## config.mk

```make
export PLATFORM = sky130hd
export DESIGN_NAME = pid_controller_step
export DESIGN_NICKNAME = d
export VERILOG_FILES = /design/src/rtl/pidc_pkg.sv /design/src/rtl/pid_controller_step.sv /design/src/rtl/pidc_mul.sv /design/src/rtl/pidc_regs.sv
export SDC_FILE = /design/constraint.sdc
export NUM_CORES = 2
export LEC_CHECK = 0
export BUFFER_PORTS_ARGS = -buffer_cell sky130_fd_sc_hd__buf_2
export CAP_MARGIN = 25
export CORE_MARGIN = 2
export CORE_UTILIZATION = 33
export CTS_BUF_LIST = sky130_fd_sc_hd__clkbuf_4 sky130_fd_sc_hd__clkbuf_8 sky130_fd_sc_hd__clkbuf_16
export DETAILED_ROUTE_END_ITERATION = 12
export PLACE_DENSITY = 0.61
export SLEW_MARGIN = 25
export SYNTH_ARGS = -nofsm -noshare
export SYNTH_HDL_FRONTEND = slang
export SYNTH_HIERARCHICAL = 1
export SYNTH_SLANG_ARGS = --single-unit
```

## constraint.sdc

```tcl
create_clock -name clk -period 9.6 [get_ports clk]
set_input_delay 1.92 -clock clk [delete_from_list [all_inputs] [get_ports clk]]
set_output_delay 1.92 -clock clk [all_outputs]
set_load 0.03 [all_outputs]
```

## src/rtl/pidc_pkg.sv

```systemverilog
package pidc_pkg;

  // configuration port geometry
  localparam int unsigned ADDR_W = 5;
  localparam int unsigned DATA_W = 32;

  // register indexes (paddr[4:2])
  localparam logic [2:0] REG_GAIN_P     = 3'd0;
  localparam logic [2:0] REG_GAIN_I     = 3'd1;
  localparam logic [2:0] REG_GAIN_D     = 3'd2;
  localparam logic [2:0] REG_OUT_LOW    = 3'd3;
  localparam logic [2:0] REG_OUT_HIGH   = 3'd4;
  localparam logic [2:0] REG_PERIOD     = 3'd5;
  localparam logic [2:0] REG_RATE       = 3'd6;

  // register reset values
  localparam logic [31:0] GAIN_P_RST   = 32'd65536;
  localparam logic [31:0] GAIN_I_RST   = 32'd0;
  localparam logic [31:0] GAIN_D_RST   = 32'd0;
  localparam logic [23:0] OUT_LOW_RST  = 24'd0;
  localparam logic [23:0] OUT_HIGH_RST = 24'd25600;
  localparam logic [15:0] PERIOD_RST   = 16'd2185;
  localparam logic [9:0]  RATE_RST     = 10'd30;

  // integral clamp, plus or minus 100.0 in Q16.8
  localparam int signed INTEG_LIMIT = 25600;

  // shared multiplier operand widths
  localparam int unsigned MUL_A_W = 32;
  localparam int unsigned MUL_B_W = 26;
  localparam int unsigned MUL_P_W = MUL_A_W + MUL_B_W;

  // op codes
  localparam logic OP_STEP  = 1'b0;
  localparam logic OP_CLEAR = 1'b1;

  typedef struct packed {
    logic signed [31:0] gain_p;
    logic signed [31:0] gain_i;
    logic signed [31:0] gain_d;
    logic signed [23:0] out_low_limit;
    logic signed [23:0] out_high_limit;
    logic [15:0]        period_frac;
    logic [9:0]         rate_hz;
  } cfg_t;

  typedef enum logic [3:0] {
    S_IDLE,
    S_INT,
    S_P,
    S_I,
    S_DR,
    S_DLO,
    S_DHI,
    S_SAT,
    S_FIN
  } state_t;

endpackage

```

## src/rtl/pid_controller_step.sv

```systemverilog
// Positional PID step in fixed point, with clamped integral and output.
// Input channel: in_valid / in_stall carry op, target and measured_value
// (signed Q16.8). A beat is taken when in_valid is high and in_stall low.
// op = step runs one controller update; op = clear zeroes the integral and
// the previous error and returns a drive of 0.
// Output channel: out_valid / out_stall carry drive (signed Q16.8); a beat
// completes when out_valid is high and out_stall low.
// Sequencing: a step beat passes through S_INT, S_P, S_I, S_DR, S_DLO, S_DHI,
// S_SAT and S_FIN; a clear beat goes from S_IDLE straight to S_FIN. All
// products run one after another through a single registered 32x26 signed
// multiplier, six products per step; no new beat is taken until S_FIN is left.
// in_stall is high from acceptance until the result is loaded into the
// output register; a new beat may be taken while that result still waits.
// If the receiver stalls, the finished result holds steady and the next one
// waits in the last sequencer state until the output register frees.
// Reset clears the integral, the previous error, the output valid and loads
// the register defaults (gain_p 1.0, limits 0..100.0, dt 2185/65536, 30 Hz).
// Configuration: APB registers at byte addresses 0x00..0x18; the user must write
// them only while the block is idle, which the block itself does not enforce.
module pid_controller_step (
  input  logic                          clk,
  input  logic                          rst,
  // input channel
  input  logic                          in_valid,
  output logic                          in_stall,
  input  logic                          op,
  input  logic signed [23:0]            target,
  input  logic signed [23:0]            measured_value,
  // output channel
  output logic                          out_valid,
  input  logic                          out_stall,
  output logic signed [23:0]            drive,
  // configuration
  input  logic                          psel,
  input  logic                          penable,
  input  logic                          pwrite,
  input  logic [pidc_pkg::ADDR_W-1:0]   paddr,
  input  logic [pidc_pkg::DATA_W-1:0]   pwdata,
  output logic [pidc_pkg::DATA_W-1:0]   prdata,
  output logic                          pready
);

  pidc_pkg::cfg_t   cfg;
  pidc_pkg::state_t state, state_next;

  logic signed [pidc_pkg::MUL_A_W-1:0] mul_a;
  logic signed [pidc_pkg::MUL_B_W-1:0] mul_b;
  logic signed [pidc_pkg::MUL_P_W-1:0] prod;

  logic signed [24:0] err;
  logic signed [23:0] integral_acc;
  logic signed [24:0] last_error;
  logic signed [63:0] acc;
  logic signed [35:0] dprod;
  logic signed [50:0] dlo;
  logic               clr;

  logic               in_go;
  logic               fin_go;
  logic signed [25:0] diff;
  logic signed [41:0] int_prod_r;
  logic signed [25:0] int_delta;
  logic signed [26:0] integ_sum;
  logic signed [23:0] integ_next;
  logic signed [69:0] dfull;
  logic signed [63:0] dsat;
  logic signed [63:0] acc_r;
  logic signed [47:0] rnd;
  logic signed [47:0] hi_clamped;
  logic signed [23:0] drive_next;

  localparam logic signed [69:0] D_LIM = 70'sh1000_0000_0000_0000;

  pidc_regs u_regs (
    .clk     (clk),
    .rst     (rst),
    .psel    (psel),
    .penable (penable),
    .pwrite  (pwrite),
    .paddr   (paddr),
    .pwdata  (pwdata),
    .prdata  (prdata),
    .pready  (pready),
    .cfg     (cfg)
  );

  pidc_mul u_mul (
    .clk (clk),
    .a   (mul_a),
    .b   (mul_b),
    .p   (prod)
  );

  assign in_go  = in_valid & ~in_stall;
  assign fin_go = (state == pidc_pkg::S_FIN) & (~out_valid | ~out_stall);

  // sequencer next state
  always_comb begin
    state_next = state;
    case (state)
      pidc_pkg::S_IDLE: begin
        if (in_valid) begin
          state_next = (op == pidc_pkg::OP_CLEAR) ? pidc_pkg::S_FIN : pidc_pkg::S_INT;
        end
      end
      pidc_pkg::S_INT: state_next = pidc_pkg::S_P;
      pidc_pkg::S_P:   state_next = pidc_pkg::S_I;
      pidc_pkg::S_I:   state_next = pidc_pkg::S_DR;
      pidc_pkg::S_DR:  state_next = pidc_pkg::S_DLO;
      pidc_pkg::S_DLO: state_next = pidc_pkg::S_DHI;
      pidc_pkg::S_DHI: state_next = pidc_pkg::S_SAT;
      pidc_pkg::S_SAT: state_next = pidc_pkg::S_FIN;
      pidc_pkg::S_FIN: begin
        if (fin_go) begin
          state_next = pidc_pkg::S_IDLE;
        end
      end
      default: state_next = pidc_pkg::S_IDLE;
    endcase
  end

  always_ff @(posedge clk) begin
    if (rst) begin
      state <= pidc_pkg::S_IDLE;
    end else begin
      state <= state_next;
    end
  end

  // sequencer outputs: handshake and multiplier operand selection
  always_comb begin
    in_stall = (state != pidc_pkg::S_IDLE);
    mul_a    = '0;
    mul_b    = '0;
    case (state)
      pidc_pkg::S_INT: begin
        mul_a = 32'(err);
        mul_b = 26'($signed({1'b0, cfg.period_frac}));
      end
      pidc_pkg::S_P: begin
        mul_a = $signed(cfg.gain_p);
        mul_b = 26'(err);
      end
      pidc_pkg::S_I: begin
        mul_a = $signed(cfg.gain_i);
        mul_b = 26'(integral_acc);
      end
      pidc_pkg::S_DR: begin
        mul_a = 32'(diff);
        mul_b = 26'($signed({1'b0, cfg.rate_hz}));
      end
      pidc_pkg::S_DLO: begin
        mul_a = $signed(cfg.gain_d);
        mul_b = 26'($signed({1'b0, prod[17:0]}));
      end
      pidc_pkg::S_DHI: begin
        mul_a = $signed(cfg.gain_d);
        mul_b = 26'($signed(dprod[35:18]));
      end
      default: ;
    endcase
  end

  // derivative difference
  assign diff = 26'(err) - 26'(last_error);

  // integral update: round error*dt to Q.8 and clamp
  assign int_prod_r = prod[41:0] + 42'sd32768;
  assign int_delta  = int_prod_r[41:16];
  assign integ_sum  = 27'(integral_acc) + 27'(int_delta);
  always_comb begin
    if (integ_sum > 27'(pidc_pkg::INTEG_LIMIT)) begin
      integ_next = 24'(pidc_pkg::INTEG_LIMIT);
    end else if (integ_sum < -27'(pidc_pkg::INTEG_LIMIT)) begin
      integ_next = -24'(pidc_pkg::INTEG_LIMIT);
    end else begin
      integ_next = integ_sum[23:0];
    end
  end

  // derivative term from two partial products, saturated at 2^60
  assign dfull = (70'(prod) <<< 18) + 70'(dlo);
  always_comb begin
    if (dfull > D_LIM) begin
      dsat = D_LIM[63:0];
    end else if (dfull < -D_LIM) begin
      dsat = 64'(-D_LIM);
    end else begin
      dsat = dfull[63:0];
    end
  end

  // final rounding and output clamp, high limit first then low
  assign acc_r = acc + 64'sd32768;
  assign rnd   = acc_r[63:16];
  always_comb begin
    if (rnd > 48'($signed(cfg.out_high_limit))) begin
      hi_clamped = 48'($signed(cfg.out_high_limit));
    end else begin
      hi_clamped = rnd;
    end
    if (hi_clamped < 48'($signed(cfg.out_low_limit))) begin
      drive_next = $signed(cfg.out_low_limit);
    end else begin
      drive_next = hi_clamped[23:0];
    end
  end

  // controller state
  always_ff @(posedge clk) begin
    if (rst) begin
      integral_acc <= '0;
      last_error   <= '0;
    end else if (in_go && op == pidc_pkg::OP_CLEAR) begin
      integral_acc <= '0;
      last_error   <= '0;
    end else if (state == pidc_pkg::S_P) begin
      integral_acc <= integ_next;
    end else if (state == pidc_pkg::S_DR) begin
      last_error <= err;
    end
  end

  // working registers
  always_ff @(posedge clk) begin
    if (in_go) begin
      err <= 25'(target) - 25'(measured_value);
      clr <= op;
    end
    case (state)
      pidc_pkg::S_I:   acc   <= 64'(prod);
      pidc_pkg::S_DR:  acc   <= acc + 64'(prod);
      pidc_pkg::S_DLO: dprod <= prod[35:0];
      pidc_pkg::S_DHI: dlo   <= prod[50:0];
      pidc_pkg::S_SAT: acc   <= acc + dsat;
      default: ;
    endcase
  end

  // output register
  always_ff @(posedge clk) begin
    if (rst) begin
      out_valid <= 1'b0;
    end else if (fin_go) begin
      out_valid <= 1'b1;
    end else if (!out_stall) begin
      out_valid <= 1'b0;
    end
  end

  always_ff @(posedge clk) begin
    if (fin_go) begin
      drive <= (clr == pidc_pkg::OP_CLEAR) ? 24'sd0 : drive_next;
    end
  end

  // integral never leaves its clamp
  a_integ_range: assert property (@(posedge clk) disable iff (rst)
    (integral_acc <= 24'(pidc_pkg::INTEG_LIMIT)) &&
    (integral_acc >= -24'(pidc_pkg::INTEG_LIMIT)))
    else $error("integral out of range");

  // a clear beat zeroes the controller state
  a_clear: assert property (@(posedge clk) disable iff (rst)
    (in_go && op == pidc_pkg::OP_CLEAR) |=> (integral_acc == '0) && (last_error == '0))
    else $error("clear did not zero state");

  // a new result is only loaded from the final sequencer state
  a_out_src: assert property (@(posedge clk) disable iff (rst)
    $rose(out_valid) |-> $past(state) == pidc_pkg::S_FIN)
    else $error("output valid from wrong state");

  // an accepted beat moves the sequencer out of idle
  a_busy: assert property (@(posedge clk) disable iff (rst)
    in_go |=> state != pidc_pkg::S_IDLE)
    else $error("accepted beat left sequencer idle");

  // a pending result is not overwritten
  a_no_overwrite: assert property (@(posedge clk) disable iff (rst)
    (out_valid && out_stall && state == pidc_pkg::S_FIN) |=> $stable(drive))
    else $error("pending result overwritten");

endmodule

```

## src/rtl/pidc_mul.sv

```systemverilog
module pidc_mul (
  input  logic                                  clk,
  input  logic signed [pidc_pkg::MUL_A_W-1:0]   a,
  input  logic signed [pidc_pkg::MUL_B_W-1:0]   b,
  output logic signed [pidc_pkg::MUL_P_W-1:0]   p
);

  // one signed product a cycle, registered
  always_ff @(posedge clk) begin
    p <= a * b;
  end

endmodule

```

## src/rtl/pidc_regs.sv

```systemverilog
module pidc_regs (
  input  logic                          clk,
  input  logic                          rst,
  input  logic                          psel,
  input  logic                          penable,
  input  logic                          pwrite,
  input  logic [pidc_pkg::ADDR_W-1:0]   paddr,
  input  logic [pidc_pkg::DATA_W-1:0]   pwdata,
  output logic [pidc_pkg::DATA_W-1:0]   prdata,
  output logic                          pready,
  output pidc_pkg::cfg_t                cfg
);

  logic       wr_en;
  logic [2:0] idx;

  assign pready = 1'b1;
  assign wr_en  = psel & penable & pwrite;
  assign idx    = paddr[4:2];

  // register writes
  always_ff @(posedge clk) begin
    if (rst) begin
      cfg.gain_p         <= pidc_pkg::GAIN_P_RST;
      cfg.gain_i         <= pidc_pkg::GAIN_I_RST;
      cfg.gain_d         <= pidc_pkg::GAIN_D_RST;
      cfg.out_low_limit  <= pidc_pkg::OUT_LOW_RST;
      cfg.out_high_limit <= pidc_pkg::OUT_HIGH_RST;
      cfg.period_frac    <= pidc_pkg::PERIOD_RST;
      cfg.rate_hz        <= pidc_pkg::RATE_RST;
    end else if (wr_en) begin
      case (idx)
        pidc_pkg::REG_GAIN_P:   cfg.gain_p         <= pwdata;
        pidc_pkg::REG_GAIN_I:   cfg.gain_i         <= pwdata;
        pidc_pkg::REG_GAIN_D:   cfg.gain_d         <= pwdata;
        pidc_pkg::REG_OUT_LOW:  cfg.out_low_limit  <= pwdata[23:0];
        pidc_pkg::REG_OUT_HIGH: cfg.out_high_limit <= pwdata[23:0];
        pidc_pkg::REG_PERIOD:   cfg.period_frac    <= pwdata[15:0];
        pidc_pkg::REG_RATE:     cfg.rate_hz        <= pwdata[9:0];
        default: ;
      endcase
    end
  end

  // read back, limits sign extended
  always_comb begin
    case (idx)
      pidc_pkg::REG_GAIN_P:   prdata = cfg.gain_p;
      pidc_pkg::REG_GAIN_I:   prdata = cfg.gain_i;
      pidc_pkg::REG_GAIN_D:   prdata = cfg.gain_d;
      pidc_pkg::REG_OUT_LOW:  prdata = 32'($signed(cfg.out_low_limit));
      pidc_pkg::REG_OUT_HIGH: prdata = 32'($signed(cfg.out_high_limit));
      pidc_pkg::REG_PERIOD:   prdata = {16'd0, cfg.period_frac};
      pidc_pkg::REG_RATE:     prdata = {22'd0, cfg.rate_hz};
      default:                prdata = '0;
    endcase
  end

endmodule
```

## Word level (Yosys, flattened, before mapping)

Cells that the tools add are included.

- Output and inout bits: 59
- Flip-flop bits (word level): 483
- Memories kept: 0
- Memory bits (read-only): 0
- Logic and storage cells: 91
- Bits of input ports: 93
- Bits in writable memories: 0
- Bits in latches: 0

- Equal/unequal tests: 17
- Div/mod/pow operators: 0
- Bitwise logic cells: 9
- Add/subtract/negate cells: 8
- Mux-type cells: 16
- Shift-type cells: 0
- Multiply operators: 1
- Reduce and logical (&&, ||, !) cells: 16
- $lt $le $gt $ge: 6

Operators by type and width:

| operator | number |
|---|---|
| one-hot mux 32 bit (7 select lines) | 1 |
| one-hot mux 64 bit (3 select lines) | 1 |
| one-hot mux 32 bit (5 select lines) | 1 |
| one-hot mux 26 bit (6 select lines) | 1 |
| 2-to-1 mux 64 bit | 2 |
| 2-to-1 mux 24 bit | 3 |
| adder 70 x 51 -> 70 bit | 1 |
| > comparator 70 x 62 -> 1 bit (second input constant) | 1 |
| < comparator 70 x 61 -> 1 bit (second input constant) | 1 |
| adder 64 x 17 -> 64 bit (second input constant) | 1 |
| adder 64 x 58 -> 64 bit | 1 |
| adder 64 bit | 1 |
| multiplier 32 x 26 -> 58 bit | 1 |
| > comparator 48 x 24 -> 1 bit | 1 |
| < comparator 48 x 24 -> 1 bit | 1 |
| 2-to-1 mux 48 bit | 1 |
| adder 42 x 16 -> 42 bit (second input constant) | 1 |
| one-hot mux 4 bit (9 select lines) | 1 |
| adder 24 x 26 -> 27 bit | 1 |
| > comparator 27 x 16 -> 1 bit (second input constant) | 1 |
| < comparator 27 x 16 -> 1 bit (second input constant) | 1 |
| subtractor 25 x 25 -> 26 bit | 1 |
| subtractor 24 x 24 -> 25 bit | 1 |
| AND reduction 2 bit | 9 |
| other kinds (20) | 38 |

## Longest topological paths before layout

- Depth after elaboration: 6
- Gate-level depth with buffers: 43
- Mapped depth without buffers: 41

## Modules after synthesis

Netlist, hierarchy kept.

Modules (own cells, without submodules):

| module | area an instance (um^2) | cells each | times used | seq. area each (um^2) |
|---|---|---|---|---|
| pidc_mul | 30,350.4 | 3,281 | 1 | 1,161.1 |
| pid_controller_step | 25,652.1 | 3,210 | 1 | 6,576.3 |
| pidc_regs | 8,072.7 | 955 | 1 | 3,403.3 |

## Worst setup path before layout

OpenSTA, ideal clock, no wires.

- Path type: reg2reg
- Start point: reg err[1]
- End point: reg u_mul/p[57] (netlist name)
- Path slack: -0.427 ns
- Arrival time: 9.910 ns
- Setup time: 0.116 ns
- Stages on the path, launching flop included: 37
- Required time: 9.484 ns
- Buffers on the path: 1
- Period minus slack after synthesis: 10.027 ns
- Cells stage by stage: edfxtp_1 -> ha_1 -> nor2b_1 -> o21ai_0 -> a21oi_1 -> o21ai_0 -> a21oi_1 -> o2111ai_1 -> a21oi_1 -> o31ai_1 -> o21ai_0 -> o211ai_1 -> a211oi_1 -> nand2_1 -> clkbuf_1 -> and2_1 -> fa_1 -> inv_1 -> fa_1 -> inv_1 -> fa_1 -> fa_1 -> fa_1 -> fa_1 -> inv_1 -> fa_1 -> inv_1 -> ha_1 -> or2_2 -> o311a_1 -> nand2_1 -> o21ai_0 -> or3_1 -> o221ai_2 -> o21ai_2 -> or4_1 -> and4_1

- Longest elaborated chain between the ends: 3
- Elaborated cells between the ends (all ways): 4
- Those cells by class: add/sub (1); mul (1); mux (2)

RTL lines:

| element | line | source |
|---|---|---|
| from (decl) | pid_controller_step.sv:50 | `logic signed [24:0] err;` |
| from (signal assigned) | pid_controller_step.sv:227 | `err <= 25'(target) - 25'(measured_value);` |
| subtractor 25 x 25 -> 26 bit | pid_controller_step.sv:165 | `assign diff = 26'(err) - 26'(last_error);` |
| one-hot mux 32 bit (5 select lines) | pid_controller_step.sv:135 | `case (state)` |
| net mul_a (one bit) | pid_controller_step.sv:46 | `logic signed [pidc_pkg::MUL_A_W-1:0] mul_a;` |
| multiplier 32 x 26 -> 58 bit | pidc_mul.sv:10 | `p <= a * b;` |
| to (signal assigned) | pidc_mul.sv:10 |  |
| to (decl) | pidc_mul.sv:5 | `output logic signed [pidc_pkg::MUL_P_W-1:0] p` |

The timed path passes the listed nets, and every way through them passes these cells.
A chain may end at the register's enable or synchronous reset.

## Worst setup path in the final report

- Start point: reg err[0]
- End point: reg u_mul/p[54] (netlist name)

Same word-level chain as after synthesis.

==> metrics.yaml <==
violations: "setup timing"
crit_fanout: 6
initial_core_util: 0.332
grt_pass1_vias: 56500
cp-start-kind: "flop"
crit_top_cell: "fa_1"
crit_start: "err[0]"
worstMarginPinSlew_ps: 1090
insertion_delay_ps: 670
via_count: 55800
core-area_um2: 193000
fin_setup_tns_ps: -2840
synth_compound_area_frac: 0.161
setup_violations: 17
syn_area_um2: 64100
stdcell_count: 10400
fin_area_um2: 74400
synthCells: 7446
cpMaxStageDelayCell: "fa_1"
grt_max_degree: 114
cts_buffers: 53
r2r_cells: 43
crit_end: "u_mul/p[54]"
grt_overflow_total: 0
leakagePower_nw: 34.1
crit-reg2reg-launch: "err[0]"
root_buffer: "clkbuf_16"
wl_um: 214000
vdd.ir_drop.worst_mv: 0.127
hold_viol: 0
synth_top_family_by_area: "adder cells"
skew_ps: 50.0
dp.cells: 10200
ant_nets: 0
dieWidth_um: 445
synth_largest_area_cell: "fa_1"
avgViaCountPerCell: 5.39
syn-num-nets: 8842
r2r_slack_ps: -340
period_needed_ps: 9940
row_count: 161
synth_warnings: 6
port_buffers: 148
synth_mux_area_frac: 0.0145
critPathArrivalTime_ps: 10460
worstHoldPathType: "reg -> reg"
h-tree-depth: 2
hpwl_um: 168000
drc: 0
finalMaxSlewViolations: 0
synth_seq_cells: 465
synthArstFlopShare: 0
p_per_area_nw_per_um2: 128
drtIter0Drc: 5264
synthAdderAreaFrac: 0.355
drtPass1Iterations: 7
cts.sinks: 465
yosysTopAreaCellShare: 0.268
worst_slack_ps: -336
cp-end-kind: "flop"
maxCapViolations: 0
path_depth: 43
rsz0062_at_grt: "yes"
final_cell_mix: "1018 x inv_1, 855 x nand2_1, 840 x fa_1"
synthFlopType: "dfxtp_1"
synth_xor_area_frac: 0.0347
synth_area_leaders: "fa_1 27%, dfxtp_1 8.8%, ha_1 8.7%, edfxtp_1 8.6%, inv_1 6.1%"
cpPeakStageDelay_ps: 610
reg2reg_to: "u_mul/p[54]"
tritoncts: "done"
relSlewSlack: 0.273
post-route-period-util: 1.04
grtUsageTotal: 0.213
path_delay_family: "adder cells"
drive_above_1_share: 0.140
post_drt_wl_per_cell_um: 20.7
synthToLayoutAreaGrowth_pct: 16.2
synth_edf_count: 183
syn_avg_cell_area_um2: 8.61
final_common_cell: "inv_1"
die_y_um: 445
clk_pin_slew_worst_paths_ps: 60
gp_congestion: 0.958
cts_buffer_depth: 3
num_io_pins: 152
place_ws_ps: -907
antenna_found_initial: 9
yosysSeqAreaShare: 0.174
placed_area_um2: 70800
synth.distinct_cells: 109
required_ps: 10120
path_buf_inv: 12
final_core_util: 0.386
grt_pass1_wl_um: 333000
dieArea_um2: 198000
ctsHoldBuffers: 0
clock.fmax_ghz: 0.101
yosys.area_share.simple: 0.174
final_nets: 9180
status: "finished, violations left"
criticalPathCategory: "reg -> reg"
-- cells in the mapped netlist (all sizes together) (12+ instances only) --
library cell and count:
nand3 270, nand2b 65, o2111ai 14, o31ai 28, a22oi 54, nand2 873, a222oi 27, mux2i 66
a211o 19, o21ai 404, a221o 14, a21boi 19, dfxtp 282, ha 444, mux2 22, o21ba 25
or3 34, nor2 328, nor3b 14, edfxtp 183, and3 51, nand4 66, buf 86, fa 859
o21a 65, o21bai 28, and2 377, a211oi 50, a21o 147, or2 19, clkbuf 300, nor3 101
nor4 17, nor2b 32, xnor2 152, and4 15, a221oi 13, a311oi 12, a31oi 31, xor2 102
o221ai 19, o211ai 36, inv 1044, a21oi 482
-- area by class of cell --
cell class / count / area [µm²]
multi-input combinational: 5550 / 48700
clock inverter: 25 / 287
fill: 19100 / 118000
clock buffer: 75 / 1590
inverter: 1045 / 3930
sequential: 465 / 11100
timing repair buffer: 669 / 5660
tap: 2526 / 3160
antenna: 3 / 7.51
-- layer usage --
metal	GRT usage	vias up	wire length (µm)
li1	-	25500	-
met1	0.289	27800	92600
met2	0.342	2073	97200
met3	0.0305	393	15100
met4	0.0838	4	9410
met5	0	-	23
-- what timing repair did --
item                                    in CTS  in global routing
cloned                                       4                  1
gates resized for setup                    181                121
endpoints found under the setup margin      32                 56
setup buffers                               33                 18
pin swaps                                  115                 77
-- logic make-up after synthesis --
group,Yosys count
and+or+nand+nor,2305
AOI/OAI and AO/OA,1598
buffers and inverters,1431
adders and majority gates,1303
DFF,465
xor gates and xnor gates,254
muxes,89
other,1
-- where the power goes --
part           total [mW]  leakage (nW)  switching [mW]  internal [mW]
registers            2.50          3.97           0.245           2.25
clock network        2.18         0.939           0.927           1.25
logic                4.84          29.2            2.95           1.88
total                9.51          34.1            4.12           5.39
-- sequential cells by signal (all words and copies together), names as in the netlist --
register and flops:
acc 64, dlo 51, state 4, integral_acc 24, err 25, u_mul/p 58, clr 1, dprod 18
out_valid 1, drive 24, last_error 25, u_regs/cfg 170
-- per-stage QoR --
step	hold WS [ps]	power, mW
6_report	454	9.51
5_1_grt	472	10.1
4_1_cts	455	9.41
3_5_place_dp	446	7.07
3_3_place_gp	442	7.01
2_1_floorplan	435	5.34
-- worst register-to-register path, delay by kind of cell, from the launching register on --
| kind | cells | cell delay (ps) |
|---|---|---|
| adders and majority gates | 10 | 4350 |
| AOI/OAI and AO/OA | 16 | 2850 |
| buffers and inverters | 12 | 1530 |
| and+or+nand+nor | 4 | 520 |
| DFF | 1 | 390 |
| xor gates and xnor gates | 1 | 170 |
-- worst min path at each step --
stage	startpoint	to	slack (ps)	cells past startpoint
CTS	last_error[18]	last_error[18]	460	2
detailed placement	last_error[7]	last_error[7]	450	2
finish	last_error[12]	last_error[12]	450	2
global placement	last_error[17]	last_error[17]	440	2
floorplan	u_mul/p[17]	dlo[17]	430	0
global route	last_error[18]	last_error[18]	470	2
Note: power is estimated with default switching activity, not from simulation.
